### src/hw/rtl/ssnw_pkg.sv
// Shared types, constants and glyph tables for the seven-segment number writer.
package ssnw_pkg;

  // Default sizes of the display buffer and request queue
  localparam int unsigned DIGIT_COUNT_DEFAULT = 8;
  localparam int unsigned FRAME_BYTES_DEFAULT = 10;
  localparam int unsigned QUEUE_DEPTH_DEFAULT = 2;

  // Binary-to-decimal converter sizing, fixed by the 32-bit value field
  localparam int unsigned VALUE_BITS  = 32;
  localparam int unsigned BCD_DIGITS  = 10;
  localparam int unsigned CONV_CNT_W  = $clog2(VALUE_BITS);

  // Glyph table slots
  localparam logic [4:0] GLYPH_ALPHA_BASE = 5'd10;
  localparam logic [4:0] GLYPH_U          = 5'd18;
  localparam logic [4:0] GLYPH_N          = 5'd19;
  localparam logic [4:0] GLYPH_DASH       = 5'd20;
  localparam logic [4:0] GLYPH_SPACE      = 5'd21;

  typedef enum logic [1:0] {
    FUNC_NUMBER = 2'd0,
    FUNC_CHAR   = 2'd1,
    FUNC_CLEAR  = 2'd2,
    FUNC_BLANK  = 2'd3
  } func_e;

  // Classified command handed from front to back
  typedef enum logic [1:0] {
    CMD_NONE   = 2'd0,
    CMD_NUMBER = 2'd1,
    CMD_GLYPH  = 2'd2,
    CMD_CLEAR  = 2'd3
  } cmd_op_e;

  typedef struct packed {
    cmd_op_e     op;
    logic [3:0]  start_pos;
    logic [3:0]  end_pos;
    logic [31:0] value;
    logic [7:0]  glyph;
  } cmd_t;

  typedef enum logic [2:0] {
    ST_IDLE,
    ST_CONV,
    ST_SIZE,
    ST_WRITE,
    ST_EMIT
  } back_state_e;

  function automatic logic [7:0] glyph_rom(logic [4:0] idx);
    logic [7:0] g;
    case (idx)
      5'd0:    g = 8'hD7;
      5'd1:    g = 8'h50;
      5'd2:    g = 8'hB5;
      5'd3:    g = 8'hF1;
      5'd4:    g = 8'h72;
      5'd5:    g = 8'hE3;
      5'd6:    g = 8'hE7;
      5'd7:    g = 8'h51;
      5'd8:    g = 8'hF7;
      5'd9:    g = 8'hF3;
      5'd10:   g = 8'h77;
      5'd11:   g = 8'hE6;
      5'd12:   g = 8'hA4;
      5'd13:   g = 8'hF4;
      5'd14:   g = 8'hA7;
      5'd15:   g = 8'h27;
      5'd16:   g = 8'hC7;
      5'd17:   g = 8'h76;
      5'd18:   g = 8'hC4;
      5'd19:   g = 8'h64;
      5'd20:   g = 8'h20;
      default: g = 8'h00;
    endcase
    return g;
  endfunction

  // ASCII to glyph; lower case folds to upper, unknown codes show zero
  function automatic logic [7:0] char_glyph(logic [7:0] c);
    logic [7:0] u;
    u = c;
    if (c inside {[8'h61:8'h7A]}) u = c - 8'd32;
    if (u inside {[8'h30:8'h39]}) return glyph_rom(5'(u - 8'h30));
    if (u inside {[8'h41:8'h48]}) return glyph_rom(GLYPH_ALPHA_BASE + 5'(u - 8'h41));
    if (u == 8'h55) return glyph_rom(GLYPH_U);
    if (u == 8'h4E) return glyph_rom(GLYPH_N);
    if (c == 8'h2D) return glyph_rom(GLYPH_DASH);
    if (c == 8'h20) return glyph_rom(GLYPH_SPACE);
    return glyph_rom(5'd0);
  endfunction

endpackage

### src/hw/rtl/ssnw_if.sv
// Request and frame-byte channel interfaces.
interface ssnw_req_if;
  logic        valid;
  logic        ready;
  logic [1:0]  func;
  logic [3:0]  start_pos;
  logic [3:0]  end_pos;
  logic [31:0] value;
  logic [7:0]  char_code;

  modport source (output valid, func, start_pos, end_pos, value, char_code, input ready);
  modport sink   (input valid, func, start_pos, end_pos, value, char_code, output ready);
endinterface

interface ssnw_frame_if;
  logic       valid;
  logic       ready;
  logic [3:0] byte_index;
  logic [7:0] frame_byte;
  logic       last;

  modport source (output valid, byte_index, frame_byte, last, input ready);
  modport sink   (input valid, byte_index, frame_byte, last, output ready);
endinterface

### src/hw/rtl/ssnw_front.sv
// Front end: takes requests and classifies them into back-end commands.
module ssnw_front (
  ssnw_req_if.sink      req_i,
  output logic          cmd_valid_o,
  input  logic          cmd_ready_i,
  output ssnw_pkg::cmd_t cmd_o
);

  assign cmd_valid_o = req_i.valid;
  assign req_i.ready = cmd_ready_i;

  always_comb begin
    cmd_o.op        = ssnw_pkg::CMD_NONE;
    cmd_o.start_pos = req_i.start_pos;
    cmd_o.end_pos   = req_i.end_pos;
    cmd_o.value     = req_i.value;
    cmd_o.glyph     = 8'h00;
    case (ssnw_pkg::func_e'(req_i.func))
      ssnw_pkg::FUNC_NUMBER: begin
        // empty window leaves the digits alone
        cmd_o.op = (req_i.start_pos > req_i.end_pos) ? ssnw_pkg::CMD_NONE
                                                     : ssnw_pkg::CMD_NUMBER;
      end
      ssnw_pkg::FUNC_CHAR: begin
        cmd_o.op      = ssnw_pkg::CMD_GLYPH;
        cmd_o.end_pos = req_i.start_pos;
        cmd_o.glyph   = ssnw_pkg::char_glyph(req_i.char_code);
      end
      ssnw_pkg::FUNC_CLEAR: begin
        cmd_o.op = ssnw_pkg::CMD_CLEAR;
      end
      ssnw_pkg::FUNC_BLANK: begin
        // blank is a write of the empty glyph
        cmd_o.op      = ssnw_pkg::CMD_GLYPH;
        cmd_o.end_pos = req_i.start_pos;
      end
      default: begin
        cmd_o.op = ssnw_pkg::CMD_NONE;
      end
    endcase
  end

endmodule

### src/hw/rtl/ssnw_fifo.sv
// Small command queue between front and back end.
module ssnw_fifo #(
  parameter int unsigned Depth = ssnw_pkg::QUEUE_DEPTH_DEFAULT
) (
  input  logic           clk_i,
  input  logic           rst_ni,
  input  logic           push_valid_i,
  output logic           push_ready_o,
  input  ssnw_pkg::cmd_t push_data_i,
  output logic           pop_valid_o,
  input  logic           pop_ready_i,
  output ssnw_pkg::cmd_t pop_data_o
);

  localparam int unsigned PtrW = (Depth > 1) ? $clog2(Depth) : 1;
  localparam int unsigned CntW = $clog2(Depth + 1);

  ssnw_pkg::cmd_t mem_q [Depth];
  logic [PtrW-1:0] wr_ptr_q, rd_ptr_q;
  logic [CntW-1:0] count_q;
  logic push, pop;

  assign push_ready_o = (count_q != CntW'(Depth));
  assign pop_valid_o  = (count_q != '0);
  assign push = push_valid_i && push_ready_o;
  assign pop  = pop_valid_o && pop_ready_i;
  assign pop_data_o = mem_q[rd_ptr_q];

  always_ff @(posedge clk_i or negedge rst_ni) begin
    if (!rst_ni) begin
      wr_ptr_q <= '0;
      rd_ptr_q <= '0;
      count_q  <= '0;
    end else begin
      if (push) begin
        wr_ptr_q <= (wr_ptr_q == PtrW'(Depth - 1)) ? '0 : wr_ptr_q + PtrW'(1);
      end
      if (pop) begin
        rd_ptr_q <= (rd_ptr_q == PtrW'(Depth - 1)) ? '0 : rd_ptr_q + PtrW'(1);
      end
      if (push && !pop) begin
        count_q <= count_q + CntW'(1);
      end else if (pop && !push) begin
        count_q <= count_q - CntW'(1);
      end
    end
  end

  always_ff @(posedge clk_i) begin
    if (push) begin
      mem_q[wr_ptr_q] <= push_data_i;
    end
  end

endmodule

### src/hw/rtl/ssnw_back.sv
// Back end: decimal conversion, segment buffer update and frame output.
module ssnw_back #(
  parameter int unsigned DIGIT_COUNT = ssnw_pkg::DIGIT_COUNT_DEFAULT,
  parameter int unsigned FRAME_BYTES = ssnw_pkg::FRAME_BYTES_DEFAULT
) (
  input  logic           clk_i,
  input  logic           rst_ni,
  input  logic           cmd_valid_i,
  output logic           cmd_ready_o,
  input  ssnw_pkg::cmd_t cmd_i,
  ssnw_frame_if.source   frame_o
);

  localparam int unsigned BufIdxW   = $clog2(FRAME_BYTES);
  localparam int unsigned BcdW      = 4 * ssnw_pkg::BCD_DIGITS;
  localparam logic [3:0]  FrameLast = 4'(FRAME_BYTES - 1);

  ssnw_pkg::back_state_e state_q, state_d;

  ssnw_pkg::cmd_t cmd_q;
  logic [ssnw_pkg::VALUE_BITS-1:0] bin_q;
  logic [BcdW-1:0]                 bcd_q, bcd_adj;
  logic [ssnw_pkg::CONV_CNT_W-1:0] cnt_q;
  logic [3:0] pos_q, k_q, idx_q, top;
  logic [3:0] digits [ssnw_pkg::BCD_DIGITS];
  logic [3:0] digit_sel, ndig;
  logic [4:0] width, span;
  logic [7:0] wr_glyph;
  logic [7:0] buf_q [FRAME_BYTES];
  logic cmd_pop, wr_en, wr_ok, clr_en, emit_step;

  // Double-dabble correction and digit view
  always_comb begin
    for (int j = 0; j < ssnw_pkg::BCD_DIGITS; j++) begin
      digits[j] = bcd_q[4*j +: 4];
      bcd_adj[4*j +: 4] = (bcd_q[4*j +: 4] >= 4'd5) ? bcd_q[4*j +: 4] + 4'd3
                                                    : bcd_q[4*j +: 4];
    end
  end

  // Digit count of the value and index of the first digit shown
  always_comb begin
    ndig = '0;
    for (int j = 0; j < ssnw_pkg::BCD_DIGITS; j++) begin
      if (digits[j] != 4'd0) ndig = 4'(j + 1);
    end
    width = {1'b0, cmd_q.end_pos} - {1'b0, cmd_q.start_pos} + 5'd1;
    span  = (width > {1'b0, ndig}) ? width : {1'b0, ndig};
    top   = 4'(span - 5'd1);
  end

  assign digit_sel = (k_q < 4'(ssnw_pkg::BCD_DIGITS)) ? digits[k_q] : 4'd0;
  assign wr_glyph  = (cmd_q.op == ssnw_pkg::CMD_NUMBER) ?
                     ssnw_pkg::glyph_rom({1'b0, digit_sel}) : cmd_q.glyph;
  assign wr_ok     = (pos_q != 4'd0) && ({1'b0, pos_q} <= 5'(DIGIT_COUNT)) &&
                     ({1'b0, pos_q} < 5'(FRAME_BYTES));

  assign frame_o.byte_index = idx_q;
  assign frame_o.frame_byte = buf_q[idx_q[BufIdxW-1:0]];
  assign frame_o.last       = (idx_q == FrameLast);
  assign emit_step          = frame_o.valid && frame_o.ready;

  always_ff @(posedge clk_i or negedge rst_ni) begin
    if (!rst_ni) begin
      state_q <= ssnw_pkg::ST_IDLE;
    end else begin
      state_q <= state_d;
    end
  end

  always_comb begin
    state_d       = state_q;
    cmd_ready_o   = 1'b0;
    cmd_pop       = 1'b0;
    wr_en         = 1'b0;
    clr_en        = 1'b0;
    frame_o.valid = 1'b0;
    case (state_q)
      ssnw_pkg::ST_IDLE: begin
        cmd_ready_o = 1'b1;
        if (cmd_valid_i) begin
          cmd_pop = 1'b1;
          case (cmd_i.op)
            ssnw_pkg::CMD_NUMBER: state_d = ssnw_pkg::ST_CONV;
            ssnw_pkg::CMD_GLYPH:  state_d = ssnw_pkg::ST_WRITE;
            ssnw_pkg::CMD_CLEAR: begin
              clr_en  = 1'b1;
              state_d = ssnw_pkg::ST_EMIT;
            end
            default:              state_d = ssnw_pkg::ST_EMIT;
          endcase
        end
      end
      ssnw_pkg::ST_CONV: begin
        if (cnt_q == ssnw_pkg::CONV_CNT_W'(ssnw_pkg::VALUE_BITS - 1)) begin
          state_d = ssnw_pkg::ST_SIZE;
        end
      end
      ssnw_pkg::ST_SIZE: begin
        state_d = ssnw_pkg::ST_WRITE;
      end
      ssnw_pkg::ST_WRITE: begin
        wr_en = 1'b1;
        if (pos_q == cmd_q.end_pos) state_d = ssnw_pkg::ST_EMIT;
      end
      ssnw_pkg::ST_EMIT: begin
        frame_o.valid = 1'b1;
        if (frame_o.ready && frame_o.last) state_d = ssnw_pkg::ST_IDLE;
      end
      default: begin
        state_d = ssnw_pkg::ST_IDLE;
      end
    endcase
  end

  always_ff @(posedge clk_i or negedge rst_ni) begin
    if (!rst_ni) begin
      idx_q <= '0;
    end else if (cmd_pop) begin
      idx_q <= '0;
    end else if (emit_step) begin
      idx_q <= idx_q + 4'd1;
    end
  end

  // Working registers
  always_ff @(posedge clk_i) begin
    if (cmd_pop) begin
      cmd_q <= cmd_i;
      bin_q <= cmd_i.value;
      bcd_q <= '0;
      cnt_q <= '0;
      pos_q <= cmd_i.start_pos;
    end
    if (state_q == ssnw_pkg::ST_CONV) begin
      bcd_q <= {bcd_adj[BcdW-2:0], bin_q[ssnw_pkg::VALUE_BITS-1]};
      bin_q <= {bin_q[ssnw_pkg::VALUE_BITS-2:0], 1'b0};
      cnt_q <= cnt_q + ssnw_pkg::CONV_CNT_W'(1);
    end
    if (state_q == ssnw_pkg::ST_SIZE) begin
      k_q <= top;
    end
    if (wr_en) begin
      pos_q <= pos_q + 4'd1;
      k_q   <= k_q - 4'd1;
    end
  end

  // Segment buffer: glyph high nibble in byte p, low bits in byte p-1
  always_ff @(posedge clk_i or negedge rst_ni) begin
    if (!rst_ni) begin
      for (int j = 0; j < FRAME_BYTES; j++) buf_q[j] <= 8'h00;
    end else begin
      for (int j = 0; j < FRAME_BYTES; j++) begin
        if (clr_en) begin
          if (j == 0) begin
            buf_q[j] <= {4'h0, buf_q[j][3:0]};
          end else if (j == FRAME_BYTES - 1) begin
            buf_q[j] <= {buf_q[j][7:4], 4'h0};
          end else begin
            buf_q[j] <= 8'h00;
          end
        end else if (wr_en && wr_ok) begin
          if ({1'b0, pos_q} == 5'(j)) begin
            buf_q[j][3:0] <= wr_glyph[7:4];
          end else if ({1'b0, pos_q} == 5'(j + 1)) begin
            buf_q[j][6:4] <= wr_glyph[2:0];
          end
        end
      end
    end
  end

endmodule

### src/hw/rtl/seven_segment_number_writer.sv
// Top level of the seven-segment number writer.
//
// Keeps the segment buffer of an eight-digit LCD and sends the whole buffer
// after every request. The request channel carries func, start_pos, end_pos,
// value and char_code; the frame channel returns FRAME_BYTES bytes per
// request, byte_index 0 first, last set on the final byte.
// A front stage classifies each request (glyph lookup, empty-window check)
// into a queue of QUEUE_DEPTH commands, so new requests are taken while the
// back end is still busy.
// Back end steps per request: pop the command, then
//  - number: shift-and-add-3 conversion of the 32 value bits (one bit per
//    cycle), a window sizing step, and a write for each position start..end;
//  - character or blank: a single write;
//  - clear or empty window: nothing more;
// followed by the FRAME_BYTES output bytes.
// Reset zeroes the buffer and empties the queue. When the receiver stalls,
// the current byte holds; once the queue is full request ready drops.
module seven_segment_number_writer #(
  parameter int unsigned DIGIT_COUNT = ssnw_pkg::DIGIT_COUNT_DEFAULT,
  parameter int unsigned FRAME_BYTES = ssnw_pkg::FRAME_BYTES_DEFAULT,
  parameter int unsigned QUEUE_DEPTH = ssnw_pkg::QUEUE_DEPTH_DEFAULT
) (
  input  logic         clk_i,
  input  logic         rst_ni,
  ssnw_req_if.sink     req_i,
  ssnw_frame_if.source frame_o
);

  // front to queue
  logic           fq_valid, fq_ready;
  ssnw_pkg::cmd_t fq_cmd;
  // queue to back end
  logic           qb_valid, qb_ready;
  ssnw_pkg::cmd_t qb_cmd;

  ssnw_front u_front (
    .req_i       (req_i),
    .cmd_valid_o (fq_valid),
    .cmd_ready_i (fq_ready),
    .cmd_o       (fq_cmd)
  );

  ssnw_fifo #(
    .Depth (QUEUE_DEPTH)
  ) u_fifo (
    .clk_i        (clk_i),
    .rst_ni       (rst_ni),
    .push_valid_i (fq_valid),
    .push_ready_o (fq_ready),
    .push_data_i  (fq_cmd),
    .pop_valid_o  (qb_valid),
    .pop_ready_i  (qb_ready),
    .pop_data_o   (qb_cmd)
  );

  ssnw_back #(
    .DIGIT_COUNT (DIGIT_COUNT),
    .FRAME_BYTES (FRAME_BYTES)
  ) u_back (
    .clk_i       (clk_i),
    .rst_ni      (rst_ni),
    .cmd_valid_i (qb_valid),
    .cmd_ready_o (qb_ready),
    .cmd_i       (qb_cmd),
    .frame_o     (frame_o)
  );

endmodule

### src/flat_wrapper.sv
// flat-port wrapper written by rule: the top's interface ports become plain ports
module seven_segment_number_writer_flat 
#(
  parameter int unsigned DIGIT_COUNT = ssnw_pkg::DIGIT_COUNT_DEFAULT,
  parameter int unsigned FRAME_BYTES = ssnw_pkg::FRAME_BYTES_DEFAULT,
  parameter int unsigned QUEUE_DEPTH = ssnw_pkg::QUEUE_DEPTH_DEFAULT
)
  (clk_i, rst_ni, req_i_valid, req_i_func, req_i_start_pos, req_i_end_pos, req_i_value, req_i_char_code, req_i_ready, frame_o_valid, frame_o_byte_index, frame_o_frame_byte, frame_o_last, frame_o_ready);
  ssnw_req_if req_i_i ();
  ssnw_frame_if frame_o_i ();
  input  logic clk_i;
  input  logic rst_ni;
  input wire logic [$bits(req_i_i.valid)-1:0] req_i_valid;
  input wire logic [$bits(req_i_i.func)-1:0] req_i_func;
  input wire logic [$bits(req_i_i.start_pos)-1:0] req_i_start_pos;
  input wire logic [$bits(req_i_i.end_pos)-1:0] req_i_end_pos;
  input wire logic [$bits(req_i_i.value)-1:0] req_i_value;
  input wire logic [$bits(req_i_i.char_code)-1:0] req_i_char_code;
  output wire logic [$bits(req_i_i.ready)-1:0] req_i_ready;
  output wire logic [$bits(frame_o_i.valid)-1:0] frame_o_valid;
  output wire logic [$bits(frame_o_i.byte_index)-1:0] frame_o_byte_index;
  output wire logic [$bits(frame_o_i.frame_byte)-1:0] frame_o_frame_byte;
  output wire logic [$bits(frame_o_i.last)-1:0] frame_o_last;
  input wire logic [$bits(frame_o_i.ready)-1:0] frame_o_ready;
  assign req_i_i.valid = req_i_valid;
  assign req_i_i.func = req_i_func;
  assign req_i_i.start_pos = req_i_start_pos;
  assign req_i_i.end_pos = req_i_end_pos;
  assign req_i_i.value = req_i_value;
  assign req_i_i.char_code = req_i_char_code;
  assign req_i_ready = req_i_i.ready;
  assign frame_o_valid = frame_o_i.valid;
  assign frame_o_byte_index = frame_o_i.byte_index;
  assign frame_o_frame_byte = frame_o_i.frame_byte;
  assign frame_o_last = frame_o_i.last;
  assign frame_o_i.ready = frame_o_ready;
  seven_segment_number_writer #(.DIGIT_COUNT(DIGIT_COUNT), .FRAME_BYTES(FRAME_BYTES), .QUEUE_DEPTH(QUEUE_DEPTH)) u_core (.clk_i(clk_i), .rst_ni(rst_ni), .req_i(req_i_i), .frame_o(frame_o_i));
endmodule
### config.mk
export PLATFORM = sky130hd
export DESIGN_NAME = seven_segment_number_writer_flat
export DESIGN_NICKNAME = d
export VERILOG_FILES = /design/src/hw/rtl/ssnw_pkg.sv /design/src/hw/rtl/ssnw_if.sv /design/src/hw/rtl/ssnw_front.sv /design/src/hw/rtl/ssnw_fifo.sv /design/src/hw/rtl/ssnw_back.sv /design/src/hw/rtl/seven_segment_number_writer.sv /design/src/flat_wrapper.sv
export SDC_FILE = /design/constraint.sdc
export NUM_CORES = 1
export LEC_CHECK = 0
export ABC_AREA = 1
export BUFFER_PORTS_ARGS = -buffer_cell sky130_fd_sc_hd__buf_2
export CAP_MARGIN = 20
export CORE_UTILIZATION = 45
export DETAILED_ROUTE_END_ITERATION = 10
export GPL_ROUTABILITY_DRIVEN = 0
export GPL_TIMING_DRIVEN = 0
export PLACE_DENSITY = 0.73
export RECOVER_POWER = 50
export REMOVE_ABC_BUFFERS = 1
export SLEW_MARGIN = 20
export SYNTH_ARGS = -nofsm -noshare
export SYNTH_HDL_FRONTEND = slang
export SYNTH_HIERARCHICAL = 1
export SYNTH_SLANG_ARGS = --single-unit
### constraint.sdc
create_clock -name clk_i -period 5.96 [get_ports clk_i]
set_input_delay 0 -clock clk_i [delete_from_list [all_inputs] [get_ports clk_i]]
set_output_delay 0 -clock clk_i [all_outputs]
set_load 0.03 [all_outputs]
==> impl_metrics.env <==
export IMPL_fin_crit_sh_pct=64.3
export IMPL_htreeDepth=1
export IMPL_avgSynthCellArea_sq_um=9.42
export IMPL_rsz0062_at_grt="no"
export IMPL_crit_type="reg2reg"
export IMPL_syn_to_final_growth_pct=12.0
export IMPL_dp_worst_setup_slack_ns=2.43
export IMPL_required_ns=6.39
export IMPL_cts_tree="built"
export IMPL_root_buffer="clkbuf_16"
export IMPL_hold_class="in2reg"
export IMPL_fmax_ghz=0.261
export IMPL_cap_violations=2
export IMPL_worst_skew_pair_late_latency_ns=0.54
export IMPL_avgRoutedWirePerCell_um=15.3
export IMPL_switching_share_pct=41.3
export IMPL_dp_hpwl_um=21400
export IMPL_placed_area_sq_um=15700
export IMPL_cts_made_buffers=29
export IMPL_slew_headroom_pct=-84.6
export IMPL_post_cts_setup_buffer_count=0
export IMPL_route_layer_met1_wl_um=14100
export IMPL_drv_slew=83
export IMPL_drt_iter0_drc=904
export IMPL_setup_viol=0
export IMPL_fin_util_pct=51.8
export IMPL_grt_pass1_vias=10900
export IMPL_synthCells=1613
export IMPL_pwr_share_comb_pct=42.4
export IMPL_fin_nets=1793
export IMPL_critPathMaxFanout=50
export IMPL_tightest_slew_ns=2.77
export IMPL_worstPathArrival_ns=4.26
export IMPL_fin_setup_tns_ns=0
export IMPL_final_antenna_net_count=0
export IMPL_die_h_um=186
export IMPL_fin_hold_ws_ns=0.169
export IMPL_antenna_cells_inserted=0
export IMPL_clock_skew_ns=0.0127
export IMPL_numClockSinks=281
export IMPL_status="finished with violations"
export IMPL_grt_usage_pct=19.4
export IMPL_peakVddDrop_mv=0.335
export IMPL_clockBufferDepth=3
export IMPL_synth_area_sq_um=15200
export IMPL_timing_final_crit_period_ns=3.83
export IMPL_ys_warn_count=6
export IMPL_leakage_nw=7.39
export IMPL_dr_wl_met2_um=16300
export IMPL_antenna_found_initial=0
export IMPL_violations="capacitance limit, slew limit"
export IMPL_fin_area_sq_um=17000
export IMPL_num_rows=66
export IMPL_clk_pin_slew_ns=0.06
export IMPL_port_buffer_count=67
export IMPL_drc=0
export IMPL_setup_worst_path_end_class="flop"
export IMPL_crit_path_start_kind="flop"
export IMPL_start_util_pct=46.2
export IMPL_drive_above_1_share_pct=12.2
export IMPL_core_sq_um=32900
export IMPL_hold_viol=0
export IMPL_wl_met3_um=1610
export IMPL_die_width_um=186
export IMPL_highest_layer="met4"
export IMPL_grt_first_pass_wirelength_um=54000
export IMPL_dieArea_sq_um=34500
export IMPL_power_internal_mw=5.74
export IMPL_firstDrtPassIters=6
export IMPL_grt_max_degree=51
export IMPL_p_switching_mw=4.04
export IMPL_via_per_inst=5.30
export IMPL_power_density_nw_per_um2=574
export IMPL_io_pins=69
export IMPL_pwr_share_clk_pct=20.3
export IMPL_via_count=11300
export IMPL_p_seq_share_pct=37.4
export IMPL_fin_ws_ns=2.13
export IMPL_wl_um=32600
export IMPL_grt_overflow_total=0
stage by stage:
stage               std cells  power, mW
finish                   2138       9.77
global route             2138       10.5
CTS                      2138       9.84
detailed placement       2039       7.79
global placement         2027       7.57
floorplan                1518       6.60
cells in the final DEF, fill, tap and decap left out, types with 3 or more instances in the layout:
| cell type | n |
|---|---|
| nand2_4 | 3 |
| o211ai_1 | 5 |
| nor2_1 | 110 |
| a211oi_1 | 11 |
| o22ai_1 | 6 |
| o21ai_1 | 52 |
| nand2_2 | 36 |
| edfxtp_1 | 199 |
| a31o_2 | 6 |
| ha_1 | 62 |
| xor2_1 | 9 |
| dfrtp_1 | 80 |
| nor3_1 | 17 |
| clkbuf_1 | 39 |
| buf_4 | 4 |
| buf_2 | 37 |
| o21ai_0 | 110 |
| clkinv_1 | 6 |
| nand2_1 | 360 |
| inv_2 | 18 |
| o221ai_1 | 11 |
| or2_2 | 6 |
| dlygate4sd3_1 | 47 |
| nand4_1 | 8 |
| inv_1 | 154 |
| nor2_4 | 5 |
| o31ai_1 | 3 |
| xnor2_1 | 3 |
| a21oi_1 | 75 |
| mux2i_1 | 3 |
| clkbuf_16 | 29 |
| nand3_1 | 69 |
| o21ai_2 | 12 |
| o211ai_2 | 4 |
| bufinv_16 | 8 |
| clkinv_2 | 6 |
| a22o_1 | 30 |
| nand3_2 | 5 |
| nor2_2 | 11 |
per-layer routing:
| metal | vias up | GRT usage (%) |
|---|---|---|
| met5 | - | 0 |
| met2 | 327 | 33.7 |
| met1 | 5386 | 25.5 |
| li1 | 5565 | - |
| met4 | 0 | 5.25 |
| met3 | 51 | 2.21 |
cell type report:
cell class	count	area (sq um)
fillers	2961	15800
flip-flops and latches	281	8020
multi-input cells	1060	5850
repair buffers	127	880
clock buffers	32	737
inverters	177	676
well taps	442	553
clock inverters	19	297
power groups by stage:
stage	Sequential, mW	Combinational [mW]	Clock [mW]
finish	3.65	4.14	1.98
CTS	3.64	4.19	2.01
detailed placement	3.67	4.13	0
global route	3.74	4.68	2.10
global placement	3.74	3.84	0
floorplan	3.57	3.03	0
path summary, 6_finish.rpt:
check	startpoint	to	slack, ns	depth (start not counted)
worst min-delay path	req_i_char_code[0]	u_core/u_fifo/mem_q[1][7]	0.17	5
max in group asynchronous	rst_ni	u_core/u_back/frame_o.byte_index[0]	2.61	4
worst max-delay path	u_core/u_fifo/rd_ptr_q	u_core/u_back/buf_q[21]	2.13	11
worst min register to register	u_core/u_back/buf_q[73]	u_core/u_back/buf_q[73]	0.38	0
min in group asynchronous	rst_ni	u_core/u_back/buf_q[57]	1.10	4
worst max register to register	u_core/u_fifo/rd_ptr_q	u_core/u_back/buf_q[21]	2.13	11
critical path: stages, from the launching register on:
cell,delay (ns)
dfrtp_1,0.92
buf_12,0.29
inv_8,0.16
nand2_2,0.09
nand2_1,0.09
ha_1,0.25
nand2_4,0.31
inv_2,0.23
a21oi_1,0.90
inv_1,0.23
nand3_1,0.15
nand2_1,0.06
flip-flops by register name (all words and copies together) (netlist names):
name                              count
u_core/u_back/state_q                 3
u_core/u_back/cnt_q                   5
u_core/u_back/frame_o.byte_index      4
u_core/u_fifo/mem_q                  98
u_core/u_fifo/rd_ptr_q                1
u_core/u_back/bcd_q                  40
u_core/u_back/k_q                     4
u_core/u_back/bin_q                  32
u_core/u_fifo/count_q                 2
u_core/u_fifo/wr_ptr_q                1
u_core/u_back/buf_q                  70
u_core/u_back/pos_q                   4
u_core/u_back/cmd_q                  17
timing repair:
item | 4_1_cts | 5_1_grt
endpoints found under the hold margin | 194 | 0
resized for setup | 0 | 0
hold buffers | 48 | 0
Note: power is estimated with default switching activity, not from simulation.
